`src/hw/rtl/spq_pkg.sv`:
```
// Shared types, codes and the key comparator for the sorted priority queue.
package spq_pkg;

    localparam int SPQ_CAPACITY = 16;
    localparam int KEY_W        = 32;
    localparam int OCC_W        = 5;

    localparam logic OP_INSERT = 1'b0;
    localparam logic OP_REMOVE = 1'b1;

    typedef enum logic [1:0] {
        ST_DONE  = 2'd0,
        ST_FULL  = 2'd1,
        ST_EMPTY = 2'd2
    } status_t;

    // Broadcast from the top level to every cell.
    typedef struct packed {
        logic                    ins;
        logic                    rem;
        logic signed [KEY_W-1:0] new_major;
        logic signed [KEY_W-1:0] new_minor;
    } cell_ctl_t;

    // True when pair a sorts strictly after pair b (major first, then minor).
    function automatic logic key_gt(
        input logic signed [KEY_W-1:0] a_major,
        input logic signed [KEY_W-1:0] a_minor,
        input logic signed [KEY_W-1:0] b_major,
        input logic signed [KEY_W-1:0] b_minor
    );
        logic gt;
        gt = (a_major > b_major) || ((a_major == b_major) && (a_minor > b_minor));
        return gt;
    endfunction

endpackage

```
`src/hw/rtl/spq_cell.sv`:
```
// One queue slot: compares against the broadcast key and shifts with its neighbours.
module spq_cell (
    input  logic                              clk,
    input  spq_pkg::cell_ctl_t                ctl,
    input  logic                              occupied,
    input  logic                              left_take,
    input  logic signed [spq_pkg::KEY_W-1:0]  left_major,
    input  logic signed [spq_pkg::KEY_W-1:0]  left_minor,
    input  logic signed [spq_pkg::KEY_W-1:0]  right_major,
    input  logic signed [spq_pkg::KEY_W-1:0]  right_minor,
    output logic signed [spq_pkg::KEY_W-1:0]  slot_major,
    output logic signed [spq_pkg::KEY_W-1:0]  slot_minor,
    output logic                              take
);
    import spq_pkg::*;

    logic signed [KEY_W-1:0] major_reg;
    logic signed [KEY_W-1:0] minor_reg;

    // Slot is at or past the insert point: empty, or holds a larger pair.
    assign take = !occupied || key_gt(major_reg, minor_reg, ctl.new_major, ctl.new_minor);

    always_ff @(posedge clk)
    begin
        if (ctl.ins)
        begin
            if (left_take)
            begin
                major_reg <= left_major;
                minor_reg <= left_minor;
            end
            else if (take)
            begin
                major_reg <= ctl.new_major;
                minor_reg <= ctl.new_minor;
            end
        end
        else if (ctl.rem)
        begin
            major_reg <= right_major;
            minor_reg <= right_minor;
        end
    end

    assign slot_major = major_reg;
    assign slot_minor = minor_reg;

endmodule

```
`src/hw/rtl/sorted_priority_queue.sv`:
```
// Top level of the sorted two-key priority queue built as a chain of slot cells.
//
//  channel  | handshake          | payload
//  ---------+--------------------+------------------------------------------
//  request  | in_valid, in_stall | operation, key_major, key_minor
//  result   | out_valid,out_stall| out_major, out_minor, status, occupancy
//
// One request per cycle while in_stall is low: every cell compares the new pair
// with its own slot at once and shifts in one step, so a result is registered in
// the cycle after acceptance and the next request can enter in that same cycle.
// The result register is the only holding stage: in_stall is high while a
// result waits and out_stall is high.
// Reset clears the fill count and the result valid; slot contents are left
// as they are, since only slots below the fill count are ever read.
module sorted_priority_queue #(
    parameter int CAPACITY = spq_pkg::SPQ_CAPACITY
) (
    input  logic                              clk,
    input  logic                              rst_n,
    input  logic                              in_valid,
    output logic                              in_stall,
    input  logic                              operation,
    input  logic signed [spq_pkg::KEY_W-1:0]  key_major,
    input  logic signed [spq_pkg::KEY_W-1:0]  key_minor,
    output logic                              out_valid,
    input  logic                              out_stall,
    output logic signed [spq_pkg::KEY_W-1:0]  out_major,
    output logic signed [spq_pkg::KEY_W-1:0]  out_minor,
    output logic [1:0]                        status,
    output logic [spq_pkg::OCC_W-1:0]         occupancy
);
    import spq_pkg::*;

    localparam int CNT_W = $clog2(CAPACITY + 1);

    logic [CNT_W-1:0]        count_reg;
    logic [CNT_W-1:0]        count_next;
    logic                    out_valid_reg;
    logic signed [KEY_W-1:0] out_major_reg;
    logic signed [KEY_W-1:0] out_minor_reg;
    status_t                 status_reg;
    logic [OCC_W-1:0]        occupancy_reg;

    logic      in_fire;
    logic      is_full;
    logic      is_empty;
    logic      do_ins;
    logic      do_rem;
    cell_ctl_t ctl;
    status_t   status_now;

    logic signed [KEY_W-1:0] slot_major_w [CAPACITY];
    logic signed [KEY_W-1:0] slot_minor_w [CAPACITY];
    logic                    take_w       [CAPACITY];

    assign in_stall = out_valid_reg && out_stall;
    assign in_fire  = in_valid && !in_stall;
    assign is_full  = (count_reg == CNT_W'(CAPACITY));
    assign is_empty = (count_reg == '0);
    assign do_ins   = in_fire && (operation == OP_INSERT) && !is_full;
    assign do_rem   = in_fire && (operation == OP_REMOVE) && !is_empty;

    always_comb
    begin
        ctl.ins       = do_ins;
        ctl.rem       = do_rem;
        ctl.new_major = key_major;
        ctl.new_minor = key_minor;
    end

    always_comb
    begin
        count_next = count_reg;
        if (do_ins)
            count_next = count_reg + CNT_W'(1);
        else if (do_rem)
            count_next = count_reg - CNT_W'(1);
    end

    always_comb
    begin
        status_now = ST_DONE;
        if (operation == OP_INSERT && is_full)
            status_now = ST_FULL;
        else if (operation == OP_REMOVE && is_empty)
            status_now = ST_EMPTY;
    end

    // Slot chain: cell 0 is the front (smallest pair).
    for (genvar i = 0; i < CAPACITY; i++)
    begin : g_cell
        logic                    occ;
        logic                    l_take;
        logic signed [KEY_W-1:0] l_major;
        logic signed [KEY_W-1:0] l_minor;
        logic signed [KEY_W-1:0] r_major;
        logic signed [KEY_W-1:0] r_minor;

        assign occ = (CNT_W'(i) < count_reg);

        if (i == 0)
        begin : g_first
            assign l_take  = 1'b0;
            assign l_major = '0;
            assign l_minor = '0;
        end
        else
        begin : g_mid_l
            assign l_take  = take_w[i-1];
            assign l_major = slot_major_w[i-1];
            assign l_minor = slot_minor_w[i-1];
        end

        if (i == CAPACITY - 1)
        begin : g_last
            assign r_major = slot_major_w[i];
            assign r_minor = slot_minor_w[i];
        end
        else
        begin : g_mid_r
            assign r_major = slot_major_w[i+1];
            assign r_minor = slot_minor_w[i+1];
        end

        spq_cell u_cell (
            .clk         (clk),
            .ctl         (ctl),
            .occupied    (occ),
            .left_take   (l_take),
            .left_major  (l_major),
            .left_minor  (l_minor),
            .right_major (r_major),
            .right_minor (r_minor),
            .slot_major  (slot_major_w[i]),
            .slot_minor  (slot_minor_w[i]),
            .take        (take_w[i])
        );
    end

    always_ff @(posedge clk or negedge rst_n)
    begin
        if (!rst_n)
        begin
            count_reg     <= '0;
            out_valid_reg <= 1'b0;
        end
        else
        begin
            count_reg <= count_next;
            if (in_fire)
                out_valid_reg <= 1'b1;
            else if (!out_stall)
                out_valid_reg <= 1'b0;
        end
    end

    // Result payload, loaded only on an accepted request.
    always_ff @(posedge clk)
    begin
        if (in_fire)
        begin
            out_major_reg <= do_rem ? slot_major_w[0] : '0;
            out_minor_reg <= do_rem ? slot_minor_w[0] : '0;
            status_reg    <= status_now;
            occupancy_reg <= OCC_W'(count_next);
        end
    end

    assign out_valid = out_valid_reg;
    assign out_major = out_major_reg;
    assign out_minor = out_minor_reg;
    assign status    = status_reg;
    assign occupancy = occupancy_reg;

    // Fill count never passes capacity.
    a_count_bound: assert property (@(posedge clk) disable iff (!rst_n)
        count_reg <= CNT_W'(CAPACITY))
        else $error("fill count above capacity");

    // Front two slots stay in order whenever both are held.
    a_front_sorted: assert property (@(posedge clk) disable iff (!rst_n)
        (count_reg >= CNT_W'(2)) |->
            !key_gt(slot_major_w[0], slot_minor_w[0], slot_major_w[1], slot_minor_w[1]))
        else $error("front slots out of order");

    // An accepted request always leaves a result behind.
    a_result_follows: assert property (@(posedge clk) disable iff (!rst_n)
        in_fire |=> out_valid_reg)
        else $error("accepted request lost its result");

    // An empty remove reports zero occupancy and zero keys.
    a_empty_result: assert property (@(posedge clk) disable iff (!rst_n)
        (out_valid_reg && status_reg == ST_EMPTY) |->
            (occupancy_reg == '0 && out_major_reg == '0 && out_minor_reg == '0))
        else $error("empty remove result malformed");

endmodule

```
`config.mk`:
```
export PLATFORM = sky130hd
export DESIGN_NAME = sorted_priority_queue
export DESIGN_NICKNAME = d
export VERILOG_FILES = /design/src/hw/rtl/spq_pkg.sv /design/src/hw/rtl/spq_cell.sv /design/src/hw/rtl/sorted_priority_queue.sv
export SDC_FILE = /design/constraint.sdc
export NUM_CORES = 2
export LEC_CHECK = 0
export ABC_AREA = 1
export BUFFER_PORTS_ARGS = -buffer_cell sky130_fd_sc_hd__buf_2
export CAP_MARGIN = 20
export CORE_ASPECT_RATIO = 0.75
export CORE_MARGIN = 5
export CORE_UTILIZATION = 55
export CTS_CLUSTER_SIZE = 25
export DETAILED_ROUTE_END_ITERATION = 7
export PLACE_DENSITY_LB_ADDON = 0.08
export SETUP_SLACK_MARGIN = 0.3
export SYNTH_ARGS = -nofsm -noshare
export SYNTH_HDL_FRONTEND = slang
export SYNTH_HIERARCHICAL = 1
export SYNTH_SLANG_ARGS = --single-unit
export TNS_END_PERCENT = 100
```
`constraint.sdc`:
```
create_clock -name clk -period 4.55 [get_ports clk]
set_input_delay 1.365 -clock clk [delete_from_list [all_inputs] [get_ports clk]]
set_output_delay 1.365 -clock clk [all_outputs]
set_load 0.01 [all_outputs]
```
# Word level (Yosys, flattened, before mapping)
# Cells that the tools add are included.
# word_totals
wordCells,343
regBits,1101
# classes
n_eq_ne,33
n_lt_le_gt_ge,48
n_addsub,2
muxes,127
n_bitwise,1
n_reduce_logical,94
# ops
op,count
$mux 32,122
$gt 32x32->1,32
$eq 32x32->1,16
$ne 3x1->1 const B,14
$lt 4x5->1 const A,8
$logic_or 1x1->1,32
$reduce_and 2->1,16
$logic_and 1x1->1,24
$lt 3x5->1 const A,4
$logic_not 1->1,19
$lt 1x5->1 const A,2
$lt 2x5->1 const A,2
$mux 5,2
$add 5x1->5 const B,1
$eq 5x5->1 const B,1
$logic_not 5->1,1
$sub 5x1->5 const B,1
$ne 2x1->1 const B,2
$reduce_bool 2->1,2
$mux 1,2
$mux 2,1
$not 1->1,1

# Depth between registers and ports, before layout
# logic_depth
ltp_word,7
mapped_depth,22
depth_no_buf,21

# Modules after synthesis
# The synthesis kept the hierarchy.
# modules_own_cells
module,instances,area_each_um2,cells_per_inst
spq_cell,16,4951.0,637
sorted_priority_queue,1,3221.8,296

# Worst setup path before layout
# OpenSTA, ideal clock, no wires.
# synth_path
path_type,in2reg
from,input port key_major[31] (netlist name)
to,"register g_cell[15].u_cell.major_reg[0], enable pin"
t_required_ns,4.132
arrival_time_ns,4.231
n_path_buf,1
stages,15
setup_time_ns,0.418
slack_ns,-0.099
path_cell_list,inv_1 ha_1 nand2_2 nor2_2 nand2_2 nor4_4 nand2_2 a21oi_2 nand3_2 nand3_1 clkbuf_1 nor2_1 nand4_1 nand2_1 inv_1
# synth_between
elab_chain_len,6
# synth_lines
element,line,source
start: declaration,sorted_priority_queue.sv:23,"input logic signed [spq_pkg::KEY_W-1:0] key_major,"
"parallel branches: the longest is 2 deep, another holds $gt 32x32->1",n/a,
$logic_or 1x1->1 (*),spq_pkg.sv:33,gt = (a_major > b_major) || ((a_major == b_major) && (a_minor > b_minor));
$logic_or 1x1->1 (*),spq_cell.sv:21,"assign take = !occupied || key_gt(major_reg, minor_reg, ctl.new_major, ctl.new_minor);"
named net g_cell[15].l_take,sorted_priority_queue.sv:93,logic l_take;
$reduce_bool 2->1 (no source line) (*),n/a,
$reduce_and 2->1 (no source line) (*),n/a,
end signal: assignment,spq_cell.sv:29,major_reg <= left_major;
end signal: assignment,spq_cell.sv:34,major_reg <= ctl.new_major;
end signal: assignment,spq_cell.sv:40,major_reg <= right_major;
end: declaration,spq_cell.sv:17,logic signed [KEY_W-1:0] major_reg;
# Mark *: on every way through the listed nets, which the timed path passes.
# A chain may end at the register's enable or synchronous reset.

# Worst setup path after layout
# layout_path
from,input port key_major[4] (netlist name)
to,"register g_cell[10].u_cell.major_reg[24], data pin"
# layout_between
elab_chain_len,6
# layout_lines
element,line,source
"parallel branches: the longest is 2 deep, another holds $gt 32x32->1",n/a,
$logic_or 1x1->1 (*),spq_pkg.sv:33,
$logic_or 1x1->1 (*),spq_cell.sv:21,
named net g_cell[10].l_take,sorted_priority_queue.sv:93,
$mux 32 (*),spq_cell.sv:27,if (left_take)
$mux 32 (*),spq_cell.sv:25,if (ctl.ins)
end signal: assignment,spq_cell.sv:29,
end signal: assignment,spq_cell.sv:34,
end signal: assignment,spq_cell.sv:40,
end: declaration,spq_cell.sv:17,
# Marks and branches as above.

==> results.md <==
* Syn Inst Count at between 10,000 and 15,000
* Int Power at approximately 24,000 uW
* Maxcap violations at 0
* Die Span Y at 345 um
* Total Routing Usage GR at between 20% and 30%
* Psw at approximately 16,000 uW
* Number of nets in the layout at 11,700
* Cts hold-fix bufs at 0
* Routed Wire Length at around 240,000 um
* Combinational share of power at between 30% and 40%
* Htree depth at 3
* F_max at ~250 MHz
* Row count at 123
* Filler cell count at ~13,000
* Share of power burned in registers at between 30% and 40%
* TritonCTS clock tree: built
* DRT Pass-1 Iters at 6
* Final ANT Viol Nets at 0
* Clock Power Share at 25.3%
* Placer Congestion at between 0.8 and 0.9
* Area delta synth->final at 11.3%
* Sw frac at around two fifths
* DRC at 0
* Clk slew on worst S/H paths at 60 ps
* Final hold vios at 0
* Total clock buffers created by CTS at 118
* WP depth at 15
* Reg2Reg Setup Slack at approximately 1200 ps
* Clk_skew at around 35 ps
* WP data arrival at between 4000 and 5000 ps
* Slew headroom at between 30% and 40%
* CTS Sinks at about 1,100
* Die area at around 0.16 sq mm
* Maximum clock insertion buffer count at 3
* Critical-path cell list: buf_2 -> inv_1 -> ha_1 -> nand2_1 -> nor2_1 -> nand4_1 -> nor2_1 -> nand2_2 -> a21oi_2 -> nand3_2 -> nand3_2 -> buf_4 -> buf_4 -> o21ai_0 -> o21ai_0
* Slew @ Worst Pin at ~950 ps
* Count of final setup violators at 0
* Crit Path Max Fanout at 34
* Critical path's top delay family: buffers and inverters
* Synthesized area at 0.0824 sq mm
* Estimated wirelength of the detail-placed design at ~180,000 um
* Buf/Inv on CP at 4
* Register area at ~0.033 sq mm
* Initial DRC Count at roughly 7,300
* Multi-input logic area at between 0.04 and 0.05 sq mm
* Slew Limit Fails at 0
* Leakage at between 0.04 and 0.05 uW
* Die Width at ~460 um
* Peak supply drop at 0.000366 V
* Worst skew pair latency at ~780 ps
* Vias at around 74,000
* Worst Path Required at 5150 ps
* Io pins at around 140
* Status: completed
* Crit start category: input port
* Clock root buffer: clkbuf_16
* Vias in the first global route at approximately 73,000
* IO Port Bufs at between 100 and 150
* Core ar. at about 0.15 sq mm
* Sum Neg Setup Slack at 0 ps
* Crit share post-route at approximately 88%
* Avg Cell Area, Syn at approximately 8 sq um
* Crit end category: flop
* DR vias/cell at approximately 5.8
* RSZ-0062 raised after global routing: no
* Min Tclk post-route at around 4000 ps
* Cell Pwr Density at 442 mW/mm^2
* R2R depth at 14
* Grt ovf at 0
* Final core occ at 61.4%
* Slowest stage cell on the critical path: buf_2
* Min-Delay Path Class: input port to asynchronous set/reset pin
* Worst setup path class: input port to flop
* Starting Density at a little under three fifths
* Global-route wire length before repair at 390,000 um
* YS warnings at 6
* Initial antenna violation count at 1
* Largest net degree at the start of global routing at approximately 190
* WL per Instance at about 19 um
* Slowest stage delay, CP at 440 ps
* Layout cells sized above 1 at under 10%
## placed cells by master (no fill, tap or decap), types with 23 or more instances in the layout
cell	instances
a21o_1	48
ha_4	30
ha_1	998
nand4_1	97
clkbuf_16	121
o21ai_0	1943
clkinv_2	23
buf_2	141
nand2_2	65
nand3_1	57
inv_2	49
o21ai_1	208
nand2_1	2079
inv_1	1306
nor2_1	1321
conb_1	67
nand3_2	32
edfxtp_1	1095
nor2_2	32
buf_12	115
a21oi_1	464
clkinv_1	37
buf_4	98
o21a_1	48
a21oi_2	33
## layer usage
| layer | GRT usage [%] | vias to the layer above | part of all wire [%] |
|---|---|---|---|
| li1 | - | 35300 | - |
| met1 | 42.5 | 35500 | 45 |
| met2 | 48.2 | 2816 | 46 |
| met3 | 3.38 | 425 | 6.9 |
| met4 | 7.89 | 0 | 2.4 |
| met5 | 0 | - | 0 |
## worst register-to-register path, delay by kind of cell, from the launching register on
| kind | cells | cell delay [ps] |
|---|---|---|
| AND/OR/NAND/NOR | 9 | 1640 |
| buffers and inverters | 3 | 550 |
| flip-flops | 1 | 490 |
| adder cells (fa/ha/maj) | 1 | 360 |
| AO/OA/AOI/OAI | 1 | 100 |
## power by group through the flow
| stage | clock, uW | combinational (uW) | sequential, uW |
|---|---|---|---|
| 3_5_place_dp | 0 | 14600 | 15500 |
| 5_1_grt | 10800 | 16800 | 15500 |
| 4_1_cts | 10400 | 14700 | 15400 |
| 3_3_place_gp | 0 | 14000 | 15600 |
| 6_report | 10300 | 14900 | 15400 |
| 2_1_floorplan | 0 | 9830 | 14900 |
## path summary, 6_finish.rpt
check                                                 from                          endpoint
hold / removal                                       rst_n                         out_valid
max in group asynchronous                            rst_n                      count_reg[1]
setup / recovery                              key_major[4]  g_cell[10].u_cell/slot_major[24]
min in group clk                                 out_valid                         out_valid
setup reg to reg           g_cell[0].u_cell/slot_minor[31]   g_cell[1].u_cell/slot_minor[24]
hold reg to reg                                  out_valid                         out_valid
## final cells by class
cell class / count / share of cell area, %
timing repair buffer: 354 / 4.08
multi-input combinational: 7624 / 47.1
tap: 2000 / 2.73
clock inverter: 71 / 0.862
sequential: 1101 / 36.0
clock buffer: 148 / 3.47
inverter: 1389 / 5.75
antenna: 5 / 0.0136
## through the flow
stage / instance area, sq um / hold slack [ps] / worst slack [ps] / total power [uW] / instances
after floorplan: 83300 / 549 / 300 / 24700 / 10600
after detailed placement: 87800 / 528 / -123 / 30200 / 12500
final: 91800 / 442 / 559 / 40600 / 12700
after global placement: 87800 / 494 / -50.1 / 29600 / 12500
after CTS: 91700 / 392 / 710 / 40500 / 12700
after global routing: 91800 / 394 / 324 / 43200 / 12700
## repair_timing
action,in CTS,in global routing
gates resized for setup,0,1
endpoints found under the setup margin,0,6
setup buffers,0,0
Note: power is estimated with default switching activity, not from simulation.
